### src/design/ber_tlv_stream_parser_assert.svh
// Assertion macros for the BER TLV stream parser.
// Needs no package; the caller supplies clock, reset and expressions.
`ifndef BER_TLV_STREAM_PARSER_ASSERT_SVH
`define BER_TLV_STREAM_PARSER_ASSERT_SVH

// Same-cycle implication, off during reset.
`define BTSP_ASSERT_IMPLIES(label, clk, rst, ante, cons) \
   label: assert property (@(posedge clk) disable iff (rst) (ante) |-> (cons)) \
      else $error("btsp: same-cycle check failed");

// Next-cycle implication, off during reset.
`define BTSP_ASSERT_NEXT(label, clk, rst, ante, cons) \
   label: assert property (@(posedge clk) disable iff (rst) (ante) |=> (cons)) \
      else $error("btsp: next-cycle check failed");

`endif

### src/design/btsp_pkg.sv
// Shared types and codes for the BER TLV stream parser.
// No dependencies.
package btsp_pkg;

   localparam int BUF_LEN_FIELD_BITS = 16;
   localparam int RSP_FIFO_DEPTH     = 4;
   localparam int RSP_PTR_BITS       = 2;

   localparam logic [2:0] KIND_INT       = 3'd0;
   localparam logic [2:0] KIND_STR_BYTE  = 3'd1;
   localparam logic [2:0] KIND_STR_EMPTY = 3'd2;
   localparam logic [2:0] KIND_OK        = 3'd3;
   localparam logic [2:0] KIND_FAIL      = 3'd4;

   localparam logic [2:0] ERR_NONE  = 3'd0;
   localparam logic [2:0] ERR_TAG   = 3'd1;
   localparam logic [2:0] ERR_LONG  = 3'd2;
   localparam logic [2:0] ERR_FORM  = 3'd3;
   localparam logic [2:0] ERR_TRUNC = 3'd4;

   typedef struct packed {
      logic [7:0]                    data_byte;
      logic                          start_req;
      logic [BUF_LEN_FIELD_BITS-1:0] buffer_length;
   } req_type;

   typedef struct packed {
      logic [2:0]  kind;
      logic [63:0] value;
      logic        string_end;
      logic [2:0]  error_code;
      logic        last;
   } rsp_type;

   typedef struct packed {
      logic [1:0] count;
      rsp_type    first;
      rsp_type    second;
   } res_pair_type;

endpackage

### src/design/ber_tlv_stream_parser.sv
// BER TLV stream parser, top level: input register, parser and result queue.
// Depends on btsp_pkg, btsp_parser and ber_tlv_stream_parser_assert.svh.
//
// Takes one encoded byte per request and may take a request in every cycle
// while req_stall is low. Each byte is registered in the input register,
// decoded in a single pass against the parser state, and its zero, one or two
// results are written into a four-entry result queue that drives the rsp_ port.
// The result port moves one result per cycle while rsp_stall is low: a stream
// of bytes that give at most one result each runs at one byte per cycle, and
// bytes that give two results (a value followed by the end-of-buffer result)
// fill the queue faster than it drains. req_stall rises while a byte waits in
// the input register and the queue has fewer than two free entries.
`include "ber_tlv_stream_parser_assert.svh"

module ber_tlv_stream_parser import btsp_pkg::*; #(
   parameter int MAX_LENGTH_BYTES   = 8,
   parameter int BUFFER_LENGTH_BITS = 16
) (
   input  logic    clock,
   input  logic    reset,
   input  logic    req_valid,
   output logic    req_stall,
   input  req_type req_data,
   output logic    rsp_valid,
   input  logic    rsp_stall,
   output rsp_type rsp_data
);

   logic                  stage_valid_ff, stage_valid_in;
   req_type               stage_item_ff;
   rsp_type               fifo_ff [RSP_FIFO_DEPTH];
   logic [RSP_PTR_BITS-1:0] wr_ptr_ff, wr_ptr_in;
   logic [RSP_PTR_BITS-1:0] rd_ptr_ff, rd_ptr_in;
   logic [RSP_PTR_BITS:0]   count_ff, count_in;
   logic [RSP_PTR_BITS-1:0] wr_ptr_next;

   logic                  room;
   logic                  step_en;
   logic                  req_accept;
   logic                  pop;
   logic [1:0]            push_count;
   res_pair_type          res;

   assign room       = count_ff <= (RSP_PTR_BITS+1)'(RSP_FIFO_DEPTH - 2);
   assign step_en    = stage_valid_ff && room;
   assign req_stall  = stage_valid_ff && !room;
   assign req_accept = req_valid && !req_stall;
   assign pop        = rsp_valid && !rsp_stall;
   assign push_count = step_en ? res.count : 2'd0;

   assign rsp_valid  = count_ff != '0;
   assign rsp_data   = fifo_ff[rd_ptr_ff];

   assign stage_valid_in = req_accept || (stage_valid_ff && !step_en);
   assign wr_ptr_next    = wr_ptr_ff + RSP_PTR_BITS'(1);
   assign wr_ptr_in      = wr_ptr_ff + RSP_PTR_BITS'(push_count);
   assign rd_ptr_in      = rd_ptr_ff + RSP_PTR_BITS'(pop);
   assign count_in       = count_ff + (RSP_PTR_BITS+1)'(push_count)
                           - (RSP_PTR_BITS+1)'(pop);

   btsp_parser #(
      .MAX_LENGTH_BYTES   (MAX_LENGTH_BYTES),
      .BUFFER_LENGTH_BITS (BUFFER_LENGTH_BITS)
   ) u_parser (
      .clock   (clock),
      .reset   (reset),
      .step_en (step_en),
      .item    (stage_item_ff),
      .res     (res)
   );

   always_ff @(posedge clock) begin
      if (reset) begin
         stage_valid_ff <= 1'b0;
         wr_ptr_ff      <= '0;
         rd_ptr_ff      <= '0;
         count_ff       <= '0;
      end else begin
         stage_valid_ff <= stage_valid_in;
         wr_ptr_ff      <= wr_ptr_in;
         rd_ptr_ff      <= rd_ptr_in;
         count_ff       <= count_in;
      end
   end

   always_ff @(posedge clock) begin
      if (req_accept) stage_item_ff <= req_data;
   end

   always_ff @(posedge clock) begin
      if (push_count != 2'd0) fifo_ff[wr_ptr_ff] <= res.first;
      if (push_count == 2'd2) fifo_ff[wr_ptr_next] <= res.second;
   end

   `BTSP_ASSERT_IMPLIES(a_queue_bound, clock, reset, 1'b1,
      count_ff <= (RSP_PTR_BITS+1)'(RSP_FIFO_DEPTH))

   `BTSP_ASSERT_IMPLIES(a_last_marks_end, clock, reset, step_en && res.count != 2'd0,
      (res.count == 2'd1 && res.first.last) ||
      (res.count == 2'd2 && !res.first.last && res.second.last))

   `BTSP_ASSERT_IMPLIES(a_terminal_is_final, clock, reset, step_en && res.count == 2'd2,
      (res.first.kind == KIND_INT || res.first.kind == KIND_STR_BYTE ||
       res.first.kind == KIND_STR_EMPTY) &&
      (res.second.kind == KIND_OK || res.second.kind == KIND_FAIL))

   `BTSP_ASSERT_NEXT(a_pop_only, clock, reset, pop && push_count == 2'd0,
      count_ff == $past(count_ff) - (RSP_PTR_BITS+1)'(1))

endmodule

### src/design/btsp_parser.sv
// Parser state and per-byte decode: one request in, up to two results out.
// Depends on btsp_pkg.
module btsp_parser import btsp_pkg::*; #(
   parameter int MAX_LENGTH_BYTES   = 8,
   parameter int BUFFER_LENGTH_BITS = 16
) (
   input  logic         clock,
   input  logic         reset,
   input  logic         step_en,
   input  req_type      item,
   output res_pair_type res
);

   localparam int LEN_ACC_BITS = 8 * MAX_LENGTH_BYTES;
   localparam int BLB          = BUFFER_LENGTH_BITS;

   localparam logic [1:0] PH_TAG   = 2'd0;
   localparam logic [1:0] PH_LEN1  = 2'd1;
   localparam logic [1:0] PH_LENX  = 2'd2;
   localparam logic [1:0] PH_VALUE = 2'd3;

   localparam logic [1:0] TK_ENTER = 2'd0;
   localparam logic [1:0] TK_INT   = 2'd1;
   localparam logic [1:0] TK_STR   = 2'd2;
   localparam logic [1:0] TK_OID   = 2'd3;

   localparam logic [7:0] TAG_SEQUENCE = 8'h30;
   localparam logic [7:0] TAG_RESP_PDU = 8'hA2;
   localparam logic [7:0] TAG_INTEGER  = 8'h02;
   localparam logic [7:0] TAG_STRING   = 8'h04;
   localparam logic [7:0] TAG_OID      = 8'h06;

   logic [1:0]              phase_ff, phase_in;
   logic [BLB-1:0]          remaining_ff, remaining_in;
   logic [LEN_ACC_BITS-1:0] len_acc_ff, len_acc_in;
   logic [3:0]              len_left_ff, len_left_in;
   logic [1:0]              tag_kind_ff, tag_kind_in;
   logic [63:0]             int_acc_ff, int_acc_in;
   logic [BLB-1:0]          value_left_ff, value_left_in;
   logic                    halted_ff, halted_in;

   logic [31:0]             len_wide;
   logic [BLB-1:0]          start_len;
   logic [BLB-1:0]          rem;
   logic [7:0]              b;
   logic [6:0]              len_count;
   logic                    do_finish;
   logic [LEN_ACC_BITS-1:0] hdr_len;
   logic [63:0]             hdr_len64;
   logic                    ok;
   logic                    data_valid;
   rsp_type                 data_res;
   logic                    term_valid;
   rsp_type                 term_res;

   function automatic rsp_type make_rsp(logic [2:0] kind, logic [63:0] value,
                                        logic send, logic [2:0] err);
      rsp_type r;
      r.kind       = kind;
      r.value      = value;
      r.string_end = send;
      r.error_code = err;
      r.last       = 1'b0;
      return r;
   endfunction

   assign len_wide  = 32'(item.buffer_length);
   assign start_len = len_wide[BLB-1:0];
   assign b         = item.data_byte;
   assign len_count = b[6:0];

   always_comb begin
      phase_in      = phase_ff;
      remaining_in  = remaining_ff;
      len_acc_in    = len_acc_ff;
      len_left_in   = len_left_ff;
      tag_kind_in   = tag_kind_ff;
      int_acc_in    = int_acc_ff;
      value_left_in = value_left_ff;
      halted_in     = halted_ff;
      rem           = '0;
      do_finish     = 1'b0;
      hdr_len       = '0;
      hdr_len64     = '0;
      ok            = 1'b1;
      data_valid    = 1'b0;
      data_res      = '0;
      term_valid    = 1'b0;
      term_res      = '0;

      if (item.start_req) begin
         phase_in      = PH_TAG;
         remaining_in  = start_len;
         len_acc_in    = '0;
         len_left_in   = '0;
         tag_kind_in   = TK_ENTER;
         int_acc_in    = '0;
         value_left_in = '0;
         halted_in     = 1'b0;
         if (start_len == '0) begin
            term_valid = 1'b1;
            term_res   = make_rsp(KIND_OK, 64'd0, 1'b0, ERR_NONE);
            halted_in  = 1'b1;
         end
      end

      if (!halted_in) begin
         rem          = remaining_in - BLB'(1);
         remaining_in = rem;
         unique case (phase_in)
            PH_TAG: begin
               priority if (b == TAG_SEQUENCE || b == TAG_RESP_PDU) tag_kind_in = TK_ENTER;
               else if (b == TAG_INTEGER) tag_kind_in = TK_INT;
               else if (b == TAG_STRING) tag_kind_in = TK_STR;
               else if (b == TAG_OID) tag_kind_in = TK_OID;
               else begin
                  ok         = 1'b0;
                  term_valid = 1'b1;
                  term_res   = make_rsp(KIND_FAIL, 64'd0, 1'b0, ERR_TAG);
               end
               if (ok) begin
                  if (rem < BLB'(2)) begin
                     ok         = 1'b0;
                     term_valid = 1'b1;
                     term_res   = make_rsp(KIND_FAIL, 64'd0, 1'b0, ERR_TRUNC);
                  end else begin
                     phase_in = PH_LEN1;
                  end
               end
            end
            PH_LEN1: begin
               if (b[7]) begin
                  if (len_count == 7'd0 || len_count > 7'(MAX_LENGTH_BYTES)) begin
                     ok         = 1'b0;
                     term_valid = 1'b1;
                     term_res   = make_rsp(KIND_FAIL, 64'd0, 1'b0, ERR_FORM);
                  end else begin
                     len_left_in = len_count[3:0];
                     len_acc_in  = '0;
                     phase_in    = PH_LENX;
                  end
               end else begin
                  len_acc_in = LEN_ACC_BITS'(b);
                  hdr_len    = LEN_ACC_BITS'(b);
                  do_finish  = 1'b1;
               end
            end
            PH_LENX: begin
               len_acc_in  = (len_acc_ff << 8) | LEN_ACC_BITS'(b);
               len_left_in = len_left_ff - 4'd1;
               if (len_left_in == 4'd0) begin
                  hdr_len   = len_acc_in;
                  do_finish = 1'b1;
               end else if (rem == '0) begin
                  ok         = 1'b0;
                  term_valid = 1'b1;
                  term_res   = make_rsp(KIND_FAIL, 64'd0, 1'b0, ERR_TRUNC);
               end
            end
            PH_VALUE: begin
               value_left_in = value_left_ff - BLB'(1);
               if (tag_kind_ff == TK_INT) begin
                  int_acc_in = {int_acc_ff[55:0], b};
                  if (value_left_in == '0) begin
                     data_valid = 1'b1;
                     data_res   = make_rsp(KIND_INT, int_acc_in, 1'b0, ERR_NONE);
                  end
               end else if (tag_kind_ff == TK_STR) begin
                  data_valid = 1'b1;
                  data_res   = make_rsp(KIND_STR_BYTE, 64'(b), value_left_in == '0,
                                        ERR_NONE);
               end
               if (value_left_in == '0) phase_in = PH_TAG;
            end
            default: phase_in = PH_TAG;
         endcase

         if (do_finish) begin
            hdr_len64 = 64'(hdr_len);
            if (hdr_len64[63]) begin
               ok         = 1'b0;
               term_valid = 1'b1;
               term_res   = make_rsp(KIND_FAIL, 64'd0, 1'b0, ERR_FORM);
            end else if (hdr_len64 > 64'(rem)) begin
               ok         = 1'b0;
               term_valid = 1'b1;
               term_res   = make_rsp(KIND_FAIL, 64'd0, 1'b0, ERR_LONG);
            end else begin
               phase_in = PH_TAG;
               if (tag_kind_in != TK_ENTER) begin
                  if (tag_kind_in == TK_INT) int_acc_in = '0;
                  if (hdr_len64 == 64'd0) begin
                     if (tag_kind_in == TK_INT) begin
                        data_valid = 1'b1;
                        data_res   = make_rsp(KIND_INT, 64'd0, 1'b0, ERR_NONE);
                     end else if (tag_kind_in == TK_STR) begin
                        data_valid = 1'b1;
                        data_res   = make_rsp(KIND_STR_EMPTY, 64'd0, 1'b0, ERR_NONE);
                     end
                  end else begin
                     value_left_in = hdr_len64[BLB-1:0];
                     phase_in      = PH_VALUE;
                  end
               end
            end
         end

         if (!ok) begin
            halted_in = 1'b1;
         end else if (rem == '0) begin
            term_valid = 1'b1;
            if (phase_in == PH_TAG) begin
               term_res = make_rsp(KIND_OK, 64'd0, 1'b0, ERR_NONE);
            end else begin
               term_res = make_rsp(KIND_FAIL, 64'd0, 1'b0, ERR_TRUNC);
            end
            halted_in = 1'b1;
         end
      end
   end

   always_comb begin
      res = '0;
      if (data_valid) begin
         res.first      = data_res;
         res.first.last = !term_valid;
         res.second     = term_res;
         res.second.last = 1'b1;
         res.count      = term_valid ? 2'd2 : 2'd1;
      end else if (term_valid) begin
         res.first      = term_res;
         res.first.last = 1'b1;
         res.count      = 2'd1;
      end
   end

   always_ff @(posedge clock) begin
      if (reset) begin
         phase_ff      <= PH_TAG;
         remaining_ff  <= '0;
         len_acc_ff    <= '0;
         len_left_ff   <= '0;
         tag_kind_ff   <= TK_ENTER;
         int_acc_ff    <= '0;
         value_left_ff <= '0;
         halted_ff     <= 1'b1;
      end else if (step_en) begin
         phase_ff      <= phase_in;
         remaining_ff  <= remaining_in;
         len_acc_ff    <= len_acc_in;
         len_left_ff   <= len_left_in;
         tag_kind_ff   <= tag_kind_in;
         int_acc_ff    <= int_acc_in;
         value_left_ff <= value_left_in;
         halted_ff     <= halted_in;
      end
   end

endmodule
### config.mk
export PLATFORM = sky130hd
export DESIGN_NAME = ber_tlv_stream_parser
export DESIGN_NICKNAME = d
export VERILOG_FILES = /design/src/design/btsp_pkg.sv /design/src/design/ber_tlv_stream_parser.sv /design/src/design/btsp_parser.sv
export VERILOG_INCLUDE_DIRS = /design/src /design/src/design
export SDC_FILE = /design/constraint.sdc
export NUM_CORES = 1
export LEC_CHECK = 0
export BUFFER_PORTS_ARGS = -buffer_cell sky130_fd_sc_hd__buf_2
export CORE_UTILIZATION = 35
export CTS_CLUSTER_SIZE = 25
export DETAILED_ROUTE_END_ITERATION = 8
export PLACE_DENSITY = 0.51
export SLEW_MARGIN = 20
export SYNTH_ARGS = -nofsm -noshare
export SYNTH_HDL_FRONTEND = slang
export SYNTH_HIERARCHICAL = 1
export SYNTH_SLANG_ARGS = --single-unit
### constraint.sdc
create_clock -name clock -period 12.7 [get_ports clock]
set_input_delay 1.905 -clock clock [delete_from_list [all_inputs] [get_ports clock]]
set_output_delay 1.905 -clock clock [all_outputs]
set_load 0.02 [all_outputs]
==> impl_metrics.py <==
metrics = {
    "die": {
        "coreArea_um2": 69100,
        "start_util_pct": 35.6,
        "rows": 96,
        "die_w_um": 267,
        "ios": 103,
        "die_area_um2": 71300,
        "die_h_um": 267,
    },
    "final_layout": {
        "nets": 2036,
        "final_area_um2": 27500,
        "fillers": 6554,
        "drive_gt1_share_pct": 30.6,
        "multi_input_area_um2": 11000,
        "area_growth_pct": 11.8,
        "seqCellArea_um2": 12600,
        "diodes": 0,
        "final-instance-count-excl-fill": 2951,
    },
    "drt": {
        "avgViaCountPerCell": 5.27,
        "antenna_left": 0,
        "wl_per_cell_um": 21.5,
        "route.vias.total": 15560,
        "drt_iter0_drc": 976,
        "wl_um": 63300,
        "dr.pass1.iters": 7,
        "route.detailed.drc": 0,
    },
    "timing": {
        "relSlewSlack_pct": 30.4,
        "setup-violations-final": 0,
        "hold_viol_final": 0,
        "tightest_slew_ns": 1.04,
        "fin_skew_ns": 0.0409,
        "clock.fmax_mhz": 121,
        "rsz0062_at_grt": "false",
        "finalSetupTns_ns": 0,
        "layout_worst_path_cycle_share_pct": 65.2,
        "fin_crit_ns": 8.28,
        "final-max-slew-violation-count": 0,
    },
    "setup_path": {
        "setup.worst_path.end_class": "flip-flop",
        "crit_type": "reg2reg",
        "worst-r2r-cell-count": 21,
        "start_kind": "flip-flop",
        "crit_required_ns": 12.92,
        "worstPathArrival_ns": 8.50,
        "cp_max_fo": 53,
    },
    "synth": {
        "seq_area_frac_synth_pct": 51.3,
        "synth_cell_type_count": 78,
        "synthTopCellsByCount": "edfxtp_1, mux2_2, dfxtp_1, nor2_1, clkbuf_1",
        "yosys.area.top_type": "edfxtp_1",
        "synthesis.area_um2": 24600,
        "synthDominantCellAreaShare_pct": 38.2,
        "syn_avg_cell_area_um2": 12.8,
        "netlist_instances": 1920,
        "yosys_warnings": 6,
        "yosysMostFrequentCell": "edfxtp_1",
        "synth_area_leaders": "edfxtp_1, dfxtp_1, mux2_2, mux4_2, nor2_1",
        "synth_ff_type": "edfxtp_1",
        "async_flop_share_pct": 0,
        "synth_edf_count": 313,
        "ys_ff_latch": 474,
    },
    "global_routing": {
        "grt-ovfl-total": 0,
        "grt_pass1_wl_um": 96700,
        "grtUsageTotal_pct": 17.7,
        "grt_use_met1_pct": 22.7,
        "grt_pass1_vias": 15990,
        "use_met2_pct": 30.8,
        "grt_start_max_net_pins": 72,
        "grt_busiest_layer": "met2",
        "antenna_found_initial": 2,
        "grt_util_met3_pct": 2.42,
    },
    "clocking": {
        "holdBufCountCts": 0,
        "cts_buffer_depth": 3,
        "clock-sinks": 474,
        "numCtsBuffers": 54,
        "cts_tree": "done",
        "post_cts_buffers": 0,
        "cts_resized": 0,
        "cts_htree_levels": 2,
        "insertion_delay_ns": 0.63,
        "root_buffer": "clkbuf_16",
        "clkTransAtPathRegs_ns": 0.06,
    },
    "power": {
        "pwr-share-seq_pct": 42.9,
        "p_switching_mw": 1.15,
        "p_sw_share_pct": 28.2,
        "clkPwrFrac_pct": 40.0,
        "p_leak_nw": 10.3,
        "p_per_area_nw_per_um2": 148,
        "combPwrFrac_pct": 17.1,
        "power_mw": 4.07,
        "worst_ir_drop_vdd_mv": 0.0930,
        "internal_power_mw": 2.92,
    },
    "outcome": {
        "status": "complete, no violations",
    },
    "flow_run": {
        "drv_cap": 0,
    },
    "min_path": {
        "min_path_type": "reg2reg",
        "min_path_cells": 1,
    },
    "placement": {
        "place_area_um2": 25600,
        "hpwlAfterDp_um": 38400,
        "dp.cells": 2849,
        "io_buffers": 102,
        "gp_congestion": 0.845,
    },
}
## through the flow
stage / worst slack, ns / hold slack, ns / utilization, %
CTS: 4.16 / 0.469 / 39.8
global route: 3.74 / 0.482 / 39.8
detailed placement: 4.16 / 0.450 / 37.0
global placement: 4.42 / 0.455 / 37.0
floorplan: 1.38 / 0.432 / -
finish: 4.42 / 0.477 / 39.8
## logic make-up (layout without fill, tap and decap cells)
group	count (synthesis)	count (layout)	synth area share, %
other cells	1	65	0.0153
simple gates	472	472	10.2
compound gates	296	296	8.61
fa+ha+maj	33	33	1.71
flops	474	474	51.3
buf+inv	220	256	5.33
xor+xnor	33	33	1.25
mux	391	391	21.5
## layer usage
layer	vias to the layer above	part of all wire, %
li1	7305	-
met1	7859	44
met2	305	50
met3	91	3.7
met4	0	2.4
met5	-	0
## power groups by stage
stage               Combinational (mW)  Sequential (mW)  Clock [mW]
floorplan                        0.543             1.72           0
global placement                 0.711             1.78           0
detailed placement               0.712             1.78           0
CTS                              0.715             1.75        1.67
global route                     0.751             1.76        1.73
finish                           0.696             1.75        1.62
## worst paths after layout
check                                              from                       to  slack (ns)
worst max-delay path                  stage_item_ff[16]           fifo_ff[0][12]        4.42
worst max register to register        stage_item_ff[16]           fifo_ff[0][12]        4.42
worst min register to register  u_parser/int_acc_ff[50]  u_parser/int_acc_ff[50]        0.48
worst min-delay path            u_parser/int_acc_ff[50]  u_parser/int_acc_ff[50]        0.48
## placed cells by master (no fill, tap or decap), drive strengths merged, types with 65 or more instances in the layout
master  instances
a22oi          72
and2           79
buf           131
clkbuf         86
conb           65
dfxtp         161
edfxtp        313
mux2          297
mux4           72
nor2          154
## worst max-delay path: stages, from the launching register on
cell	delay, ns
edfxtp_1	0.31
buf_4	0.50
inv_1	0.18
nand2_1	0.18
ha_1	0.54
nand3b_1	0.13
o22ai_1	0.59
and3_1	0.31
ha_1	0.28
a21oi_1	0.15
nand2_1	0.07
a21o_1	0.17
a2111oi_0	0.55
o211a_1	0.37
nand3_1	0.16
and2_1	0.26
nor2_1	0.29
ha_1	0.39
nor2b_1	0.69
nand2_1	0.21
a21oi_4	0.68
buf_4	0.85
## cell type report
cell class,instances,area share [%]
clock buffer,86,6.45
clock inverter,16,0.446
inverter,23,0.314
multi-input combinational,1290,39.9
sequential,474,46.0
tap,931,4.24
timing repair buffer,131,2.66
## state kept, by name, indices dropped and copies added, names as in the netlist
register                cells
u_parser/int_acc_ff        56
stage_item_ff              25
u_parser/value_left_ff     16
u_parser/len_left_ff        4
u_parser/len_acc_ff        56
stage_valid_ff              1
u_parser/phase_ff           2
wr_ptr_ff                   2
fifo_ff                   288
count_ff                    3
u_parser/tag_kind_ff        2
u_parser/halted_ff          1
u_parser/remaining_ff      16
rd_ptr_ff                   2
(Power assumes the default switching activity.)
